**config.mk**
```make
export PLATFORM = sky130hd
export DESIGN_NAME = duplicate_id_filter_with_expiry
export DESIGN_NICKNAME = d
export VERILOG_FILES = /design/src/dif_pkg.sv /design/src/duplicate_id_filter_with_expiry.sv /design/src/dif_cell.sv
export VERILOG_INCLUDE_DIRS = /design/src /design/src/src
export SDC_FILE = /design/constraint.sdc
export NUM_CORES = 2
export LEC_CHECK = 0
export ABC_CLOCK_PERIOD_IN_PS = 21700
export BUFFER_PORTS_ARGS = -buffer_cell sky130_fd_sc_hd__buf_2
export CORE_MARGIN = 5
export CORE_UTILIZATION = 35
export CTS_BUF_LIST = sky130_fd_sc_hd__clkbuf_16
export CTS_CLUSTER_DIAMETER = 150
export DETAILED_ROUTE_END_ITERATION = 10
export GPL_ROUTABILITY_DRIVEN = 0
export SETUP_SLACK_MARGIN = 0.05
export SLEW_MARGIN = 20
export SYNTH_ARGS = -nofsm -noshare
export SYNTH_HDL_FRONTEND = slang
export SYNTH_SLANG_ARGS = --single-unit
```
**constraint.sdc**
```tcl
create_clock -name clk -period 21.7 [get_ports clk]
set_input_delay 4.34 -clock clk [delete_from_list [all_inputs] [get_ports clk]]
set_output_delay 4.34 -clock clk [all_outputs]
set_load 0.03 [all_outputs]
```
**src/duplicate_id_filter_with_expiry_macros.svh**
```systemverilog
`ifndef DUPLICATE_ID_FILTER_WITH_EXPIRY_MACROS_SVH
`define DUPLICATE_ID_FILTER_WITH_EXPIRY_MACROS_SVH

// Checks that a condition implies another in the same cycle.
`define DIF_ASSERT_SAME(label, pre, post, msg) \
    label: assert property (@(posedge clk) disable iff (!rst_n) (pre) |-> (post)) \
        else $error(msg);

// Checks that a condition implies another in the following cycle.
`define DIF_ASSERT_NEXT(label, pre, post, msg) \
    label: assert property (@(posedge clk) disable iff (!rst_n) (pre) |=> (post)) \
        else $error(msg);

`endif

```
**src/dif_pkg.sv**
```systemverilog
`timescale 1ns / 1ps

package dif_pkg;

    localparam int ID_W        = 64;
    localparam int STAMP_W     = 32;
    localparam int OUT_CNT_W   = 5;
    localparam logic [STAMP_W-1:0] EXPIRY_RESET = 32'd30000;

    typedef struct packed {
        logic [ID_W-1:0]    msg_key;
        logic [STAMP_W-1:0] now_ms;
    } in_word_t;

    typedef struct packed {
        logic                 is_duplicate;
        logic [OUT_CNT_W-1:0] stored_count;
    } out_word_t;

    typedef enum logic [1:0] {
        ST_IDLE,
        ST_SCAN,
        ST_FINISH
    } state_t;

    typedef struct packed {
        logic shift;
        logic load;
    } cell_ctl_t;

endpackage

```
**src/duplicate_id_filter_with_expiry.sv**
```systemverilog
`timescale 1ns / 1ps
// An accepted word is scanned against the L live entries held when it is accepted (L is
// at most TABLE_DEPTH, none for an empty key); its result is then registered in the finish
// state, which waits while the output stalls. The scan pops one entry a cycle from the head
// cell of the chain, and no new word is taken until the last result is issued. Reset clears
// the control, sets the live count to zero and the expiry to 30000 ms; the cells are not cleared.

module duplicate_id_filter_with_expiry #(
    parameter int TABLE_DEPTH = 16,
    parameter int KEY_BITS    = 64
) (
    input  logic                         clk,
    input  logic                         rst_n,
    input  logic                         in_valid,
    output logic                         in_stall,
    input  dif_pkg::in_word_t            in_word,
    output logic                         out_valid,
    input  logic                         out_stall,
    output dif_pkg::out_word_t           out_word,
    input  logic                         cfg_valid,
    output logic                         cfg_ready,
    input  logic [dif_pkg::STAMP_W-1:0]  cfg_data
);

    localparam int CNT_W = $clog2(TABLE_DEPTH + 1);
    localparam int IDX_W = (TABLE_DEPTH > 1) ? $clog2(TABLE_DEPTH) : 1;

    dif_pkg::state_t             state_reg;
    dif_pkg::state_t             state_next;
    logic [CNT_W-1:0]            live_count_reg;
    logic [CNT_W-1:0]            live_count_next;
    logic [CNT_W-1:0]            scan_left_reg;
    logic [CNT_W-1:0]            scan_left_next;
    logic                        dup_reg;
    logic                        dup_next;
    logic                        empty_reg;
    logic                        empty_next;
    logic [KEY_BITS-1:0]         key_reg;
    logic [KEY_BITS-1:0]         key_next;
    logic [dif_pkg::STAMP_W-1:0] now_reg;
    logic [dif_pkg::STAMP_W-1:0] now_next;
    logic [dif_pkg::STAMP_W-1:0] expiry_reg;
    logic                        out_valid_reg;
    logic                        out_valid_next;
    dif_pkg::out_word_t          out_word_reg;
    dif_pkg::out_word_t          out_word_next;

    logic [KEY_BITS-1:0]         cell_key   [TABLE_DEPTH];
    logic [dif_pkg::STAMP_W-1:0] cell_stamp [TABLE_DEPTH];
    dif_pkg::cell_ctl_t          cell_ctl   [TABLE_DEPTH];

    logic                        shift;
    logic                        wr_en;
    logic [IDX_W-1:0]            wr_idx;
    logic [KEY_BITS-1:0]         wr_key;
    logic [dif_pkg::STAMP_W-1:0] wr_stamp;
    logic [KEY_BITS-1:0]         in_key;
    logic                        in_empty;
    logic [dif_pkg::STAMP_W-1:0] head_age;
    logic                        head_kept;
    logic                        head_match;
    logic                        out_free;
    logic                        insert;
    logic                        full;
    logic [CNT_W-1:0]            cnt_dec;
    logic [CNT_W-1:0]            cnt_after;

    assign in_stall  = (state_reg != dif_pkg::ST_IDLE);
    assign cfg_ready = 1'b1;
    assign out_valid = out_valid_reg;
    assign out_word  = out_word_reg;

    assign in_key     = in_word.msg_key[KEY_BITS-1:0];
    assign in_empty   = (in_key == '0);
    assign head_age   = now_reg - cell_stamp[0];
    assign head_kept  = (head_age <= expiry_reg);
    assign head_match = (cell_key[0] == key_reg);
    assign out_free   = !out_valid_reg || !out_stall;
    assign insert     = !empty_reg && !dup_reg;
    assign full       = (live_count_reg == CNT_W'(TABLE_DEPTH));
    assign cnt_dec    = live_count_reg - 1'b1;

    genvar gi;
    generate
        for (gi = 0; gi < TABLE_DEPTH; gi++)
        begin : g_cell
            assign cell_ctl[gi].shift = shift;
            assign cell_ctl[gi].load  = wr_en && (wr_idx == IDX_W'(gi));
            if (gi == TABLE_DEPTH - 1)
            begin : g_tail
                dif_cell #(
                    .KEY_BITS (KEY_BITS)
                ) u_cell (
                    .clk       (clk),
                    .ctl       (cell_ctl[gi]),
                    .wr_key    (wr_key),
                    .wr_stamp  (wr_stamp),
                    .nbr_key   (cell_key[gi]),
                    .nbr_stamp (cell_stamp[gi]),
                    .key_q     (cell_key[gi]),
                    .stamp_q   (cell_stamp[gi])
                );
            end
            else
            begin : g_body
                dif_cell #(
                    .KEY_BITS (KEY_BITS)
                ) u_cell (
                    .clk       (clk),
                    .ctl       (cell_ctl[gi]),
                    .wr_key    (wr_key),
                    .wr_stamp  (wr_stamp),
                    .nbr_key   (cell_key[gi+1]),
                    .nbr_stamp (cell_stamp[gi+1]),
                    .key_q     (cell_key[gi]),
                    .stamp_q   (cell_stamp[gi])
                );
            end
        end
    endgenerate

    always_comb
    begin
        state_next = state_reg;
        unique case (state_reg)
            dif_pkg::ST_IDLE:
            begin
                if (in_valid)
                begin
                    if (in_empty || (live_count_reg == '0))
                    begin
                        state_next = dif_pkg::ST_FINISH;
                    end
                    else
                    begin
                        state_next = dif_pkg::ST_SCAN;
                    end
                end
            end
            dif_pkg::ST_SCAN:
            begin
                if (scan_left_reg == CNT_W'(1))
                begin
                    state_next = dif_pkg::ST_FINISH;
                end
            end
            dif_pkg::ST_FINISH:
            begin
                if (out_free)
                begin
                    state_next = dif_pkg::ST_IDLE;
                end
            end
            default:
            begin
                state_next = dif_pkg::ST_IDLE;
            end
        endcase
    end

    always_comb
    begin
        shift           = 1'b0;
        wr_en           = 1'b0;
        wr_idx          = '0;
        wr_key          = key_reg;
        wr_stamp        = now_reg;
        live_count_next = live_count_reg;
        scan_left_next  = scan_left_reg;
        dup_next        = dup_reg;
        empty_next      = empty_reg;
        key_next        = key_reg;
        now_next        = now_reg;
        cnt_after       = live_count_reg;
        out_valid_next  = out_valid_reg && out_stall;
        out_word_next   = out_word_reg;
        unique case (state_reg)
            dif_pkg::ST_IDLE:
            begin
                if (in_valid)
                begin
                    key_next       = in_key;
                    now_next       = in_word.now_ms;
                    empty_next     = in_empty;
                    dup_next       = 1'b0;
                    scan_left_next = live_count_reg;
                end
            end
            dif_pkg::ST_SCAN:
            begin
                shift          = 1'b1;
                wr_key         = cell_key[0];
                wr_stamp       = cell_stamp[0];
                scan_left_next = scan_left_reg - 1'b1;
                if (head_kept)
                begin
                    wr_en  = 1'b1;
                    wr_idx = cnt_dec[IDX_W-1:0];
                    if (head_match)
                    begin
                        dup_next = 1'b1;
                    end
                end
                else
                begin
                    live_count_next = cnt_dec;
                end
            end
            dif_pkg::ST_FINISH:
            begin
                if (out_free)
                begin
                    if (insert)
                    begin
                        wr_en = 1'b1;
                        if (full)
                        begin
                            shift  = 1'b1;
                            wr_idx = IDX_W'(TABLE_DEPTH - 1);
                        end
                        else
                        begin
                            wr_idx          = live_count_reg[IDX_W-1:0];
                            cnt_after       = live_count_reg + 1'b1;
                            live_count_next = cnt_after;
                        end
                    end
                    out_valid_next              = 1'b1;
                    out_word_next.is_duplicate  = dup_reg;
                    out_word_next.stored_count  = dif_pkg::OUT_CNT_W'(cnt_after);
                end
            end
            default:
            begin
                shift = 1'b0;
            end
        endcase
    end

    always_ff @(posedge clk or negedge rst_n)
    begin
        if (!rst_n)
        begin
            state_reg      <= dif_pkg::ST_IDLE;
            live_count_reg <= '0;
            scan_left_reg  <= '0;
            dup_reg        <= 1'b0;
            empty_reg      <= 1'b0;
            expiry_reg     <= dif_pkg::EXPIRY_RESET;
            out_valid_reg  <= 1'b0;
        end
        else
        begin
            state_reg      <= state_next;
            live_count_reg <= live_count_next;
            scan_left_reg  <= scan_left_next;
            dup_reg        <= dup_next;
            empty_reg      <= empty_next;
            out_valid_reg  <= out_valid_next;
            if (cfg_valid && cfg_ready)
            begin
                expiry_reg <= cfg_data;
            end
        end
    end

    always_ff @(posedge clk)
    begin
        key_reg      <= key_next;
        now_reg      <= now_next;
        out_word_reg <= out_word_next;
    end

`include "duplicate_id_filter_with_expiry_macros.svh"

    `DIF_ASSERT_SAME(a_count_bound, 1'b1, live_count_reg <= CNT_W'(TABLE_DEPTH), "live count exceeds depth")
    `DIF_ASSERT_NEXT(a_accept_leaves_idle, in_valid && !in_stall, state_reg != dif_pkg::ST_IDLE, "accepted word did not start work")
    `DIF_ASSERT_NEXT(a_scan_no_growth, state_reg == dif_pkg::ST_SCAN, live_count_reg <= $past(live_count_reg), "scan grew the table")
    `DIF_ASSERT_NEXT(a_finish_emits, (state_reg == dif_pkg::ST_FINISH) && out_free, out_valid_reg && (out_word_reg.is_duplicate == $past(dup_reg)), "result not emitted")

endmodule

```
**src/dif_cell.sv**
```systemverilog
`timescale 1ns / 1ps

module dif_cell #(
    parameter int KEY_BITS = 64
) (
    input  logic                         clk,
    input  dif_pkg::cell_ctl_t           ctl,
    input  logic [KEY_BITS-1:0]          wr_key,
    input  logic [dif_pkg::STAMP_W-1:0]  wr_stamp,
    input  logic [KEY_BITS-1:0]          nbr_key,
    input  logic [dif_pkg::STAMP_W-1:0]  nbr_stamp,
    output logic [KEY_BITS-1:0]          key_q,
    output logic [dif_pkg::STAMP_W-1:0]  stamp_q
);

    logic [KEY_BITS-1:0]         key_reg;
    logic [KEY_BITS-1:0]         key_next;
    logic [dif_pkg::STAMP_W-1:0] stamp_reg;
    logic [dif_pkg::STAMP_W-1:0] stamp_next;

    always_comb
    begin
        key_next   = key_reg;
        stamp_next = stamp_reg;
        if (ctl.load)
        begin
            key_next   = wr_key;
            stamp_next = wr_stamp;
        end
        else if (ctl.shift)
        begin
            key_next   = nbr_key;
            stamp_next = nbr_stamp;
        end
    end

    always_ff @(posedge clk)
    begin
        key_reg   <= key_next;
        stamp_reg <= stamp_next;
    end

    assign key_q   = key_reg;
    assign stamp_q = stamp_reg;

endmodule

```
==> flow_summary.yaml <==
timing:
  fin_tns_setup_ps: 0
  finClkSkew_ps: 45.13
  rsz0062_at_grt: "no"
  worst_hold_slack_ps: 489.1
  worst_slew_pin_slew_ps: 1148
  drv_slew: 0
  setup-violations-final: 0
  fmax_mhz: 111.5
  slew_headroom_pct: 23.48
  post-route-period-util_pct: 41.34
  final.min_clock_period_ps: 8970
  hold_viol_final: 0
logic_synthesis:
  syn_inst: 4950
  ys_seq_area_share_pct: 69.87
  synth-edff-count: 1638
  yosysUniqueCellTypes: 66
  synth_ff_type: "edfxtp_1"
  ys_warn_count: 0
  synth.avg_cell_area_sq_um: 14.56
  synthesis.area_sq_um: 72090
  ys_ff_latch: 1685
  async_flop_share_pct: 2.789
  synthesis.nets: 5155
clock_tree:
  cts_made_buffers: 173
  cts_tree: "built"
  cts_setup_buffers: 0
  postCtsHoldBufs: 0
  clockBufferDepth: 3
  ctsRootBufferMaster: "clkbuf_16"
  htreeDepth: 4
  clock_latency_ps: 830
  cts_resized: 0
  cts.sinks: 1685
  path_clk_slew_ps: 60
critical_path:
  path_max_fanout: 55
  cp-start-kind: "flip-flop"
  worst_path_max_delay_cell: "nand2b_4"
  setup.worst_path.class: "flip-flop to flip-flop"
  critPathMaxStageDelay_ps: 950
  r2r_cells: 23
  end_kind: "flip-flop"
  worst_ep_arrival_time_ps: 9390
  path_cells: "ha_1 > fa_1 > nor2b_1 > o21ai_0 > a21boi_0 > o31ai_1 > o31ai_1 > a21oi_1 > o21ai_0 > nand3_1 > a311oi_1 > xor2_1 > ha_1 > nand4_1 > nor4_2 > o211ai_2 > nand2_1 > nor2_1 > a21oi_1 > nor3b_4 > buf_4 > nand2b_4 > buf_4"
  worstPathRequired_ps: 22120
global_route:
  met3_usage_pct: 3.730
  use_met1_pct: 23.79
  grt_start_max_net_pins: 149
  grt-busiest-layer: "met2"
  grt_use_total_pct: 17.14
  overflow: 0
  grt_antenna_before_repair: 6
  grt_pass1_wl_um: 277500
  grt_pass1_vias: 40960
  grtUsageMet2_pct: 27.21
finish:
  fill_cells: 18920
  syn_to_final_growth_pct: 12.86
  drive_above_1_share_pct: 26.13
  multiInputGateArea_sq_um: 20120
  layout.nets: 5307
  seq_area_sq_um: 50370
  finalInstanceArea_sq_um: 81370
  largest_register_ffs: 960
power_and_ir_drop:
  combPwrFrac_pct: 29.7
  switching_power_mw: 4.051
  p_int_mw: 7.682
  power_frac_seq_pct: 46.0
  p_leak_nw: 28.64
  clkPwrFrac_pct: 24.2
  netSwitchingFraction_pct: 34.52
  ir_worst_vdd_mv: 0.1153
  pwr_density_cell_nw_per_um2: 144.2
die:
  start_util_pct: 35.20
  die-area_sq_um: 215200
  core_area_sq_um: 204800
  die_h_um: 463.9
  rows: 166
  ioPinCount: 142
  die-width_um: 463.9
place:
  io_buffers: 140
  hpwl_um: 112100
  placedInstanceArea_sq_um: 75970
routing:
  routed_via_density: 5.208
  postRouteAntennaNets: 0
  drtIter0Drc: 3541
  wirelength_um: 189700
  vias: 41330
  drc: 0
  drtPass1Iterations: 6
  wl_per_cell_um: 23.91
worst_hold_path:
  hold_path.class: "flip-flop to flip-flop"
  holdPathStages: 0
status:
  status: "completed"
run:
  drv_cap: 0
## through the flow
stage | power, mW | cells | util, % | setup slack [ps]
detailed placement | 8.955 | 7614 | 37.10 | 12180
global route | 12.33 | 7936 | 39.73 | 12130
global placement | 8.882 | 7614 | 37.10 | 12130
CTS | 11.83 | 7934 | 39.71 | 12760
finish | 11.73 | 7937 | 39.73 | 12730
floorplan | 7.625 | 4950 | - | 8444
## cell usage after synthesis, types with 6 or more instances
library cell | instances | area [sq um]
a21o_1 | 20 | 150.1
a21oi_1 | 247 | 1236
a31oi_1 | 8 | 50.05
buf_1 | 28 | 105.1
buf_2 | 77 | 385.4
buf_4 | 15 | 112.6
clkbuf_1 | 136 | 510.5
dfrtp_1 | 40 | 1001
dfstp_2 | 7 | 183.9
edfxtp_1 | 1638 | 49190
ha_1 | 71 | 888.4
inv_1 | 82 | 307.8
inv_2 | 96 | 360.4
mux2_1 | 7 | 78.83
mux2_2 | 735 | 8277
mux2_4 | 29 | 435.4
mux2i_1 | 97 | 970.9
nand2_1 | 559 | 2098
nand2b_1 | 14 | 87.58
nand3_1 | 14 | 70.07
nand4_1 | 26 | 162.7
nor2_1 | 223 | 837.1
nor2b_1 | 10 | 62.56
nor3_1 | 11 | 55.05
nor4_1 | 31 | 193.9
o211ai_1 | 9 | 67.56
o21a_1 | 6 | 45.04
o21ai_0 | 550 | 2753
xnor2_1 | 59 | 516.8
xor2_1 | 36 | 315.3
## cells by family (layout without fill, tap and decap cells)
kind of cell	after synthesis	count (layout)	synth area share, %
DFF	1685	1685	69.87
and+or+nand+nor	913	913	5.222
AOI/OAI and AO/OA	876	876	6.390
muxes	868	868	13.54
buffers and inverters	440	737	2.556
xor gates and xnor gates	95	95	1.154
adders and majority gates	72	72	1.260
other	1	3	0.005202
## path summary, 6_finish.rpt
kind / startpoint / endpoint / slack [ps]
setup / recovery: g_cell[0].g_body.u_cell.stamp_q[0]$_DFFE_PP_ / g_cell[10].g_body.u_cell.key_q[2]$_DFFE_PP_ / 12730
hold / removal: dup_reg$_DFFE_PN0P_ / out_word[5]$_DFFE_PP_ / 490
setup reg to reg: g_cell[0].g_body.u_cell.stamp_q[0]$_DFFE_PP_ / g_cell[10].g_body.u_cell.key_q[2]$_DFFE_PP_ / 12730
hold reg to reg: dup_reg$_DFFE_PN0P_ / out_word[5]$_DFFE_PP_ / 490
max in group asynchronous: rst_n / expiry_reg[25]$_DFFE_PN0P_ / 17700
min in group asynchronous: rst_n / expiry_reg[9]$_DFFE_PN0P_ / 3560
## area by class of cell
| type | count | share of cell area (%) |
|---|---|---|
| antenna | 2 | 0.006151 |
| clock buffer | 174 | 5.351 |
| clock inverter | 146 | 1.235 |
| inverter | 178 | 0.8212 |
| multi-input combinational | 2825 | 24.73 |
| sequential | 1685 | 61.91 |
| tap | 2688 | 4.133 |
| timing repair buffer | 239 | 1.818 |
## power groups by stage
stage                     combinational (mW)  sequential [mW]  clock [mW]
after floorplan                         2.17             5.45           0
after CTS                               3.51             5.41        2.91
final                                   3.49             5.40        2.84
after global routing                    3.80             5.48        3.05
after global placement                  3.43             5.45           0
after detailed placement                3.49             5.47           0
## per-layer routing
layer | share of wire, % | up-vias
met5 | 0.0047 | -
met4 | 2.8 | 2
met3 | 6.6 | 252
met2 | 46 | 1213
met1 | 45 | 21150
li1 | - | 18720
## placed cells by master, fill, tap and decap left out, types with 51 or more instances in the layout
cell / count
mux2_2: 735
inv_1: 127
nand2_1: 548
inv_2: 96
o21ai_0: 548
mux2i_1: 97
clkinv_1: 51
buf_2: 139
a21oi_1: 247
ha_1: 70
clkbuf_16: 174
xnor2_1: 59
buf_4: 98
nor2_1: 222
edfxtp_1: 1638
## critical path: cells and delay by family, from the launching register on
family	cells	cell delay, ps
compound gates	9	2820
xor+xnor	1	120
fa+ha+maj	3	930
buf+inv	2	1650
flops	1	400
simple gates	8	2580
No activity file was read; power rests on OpenSTA's default activity.
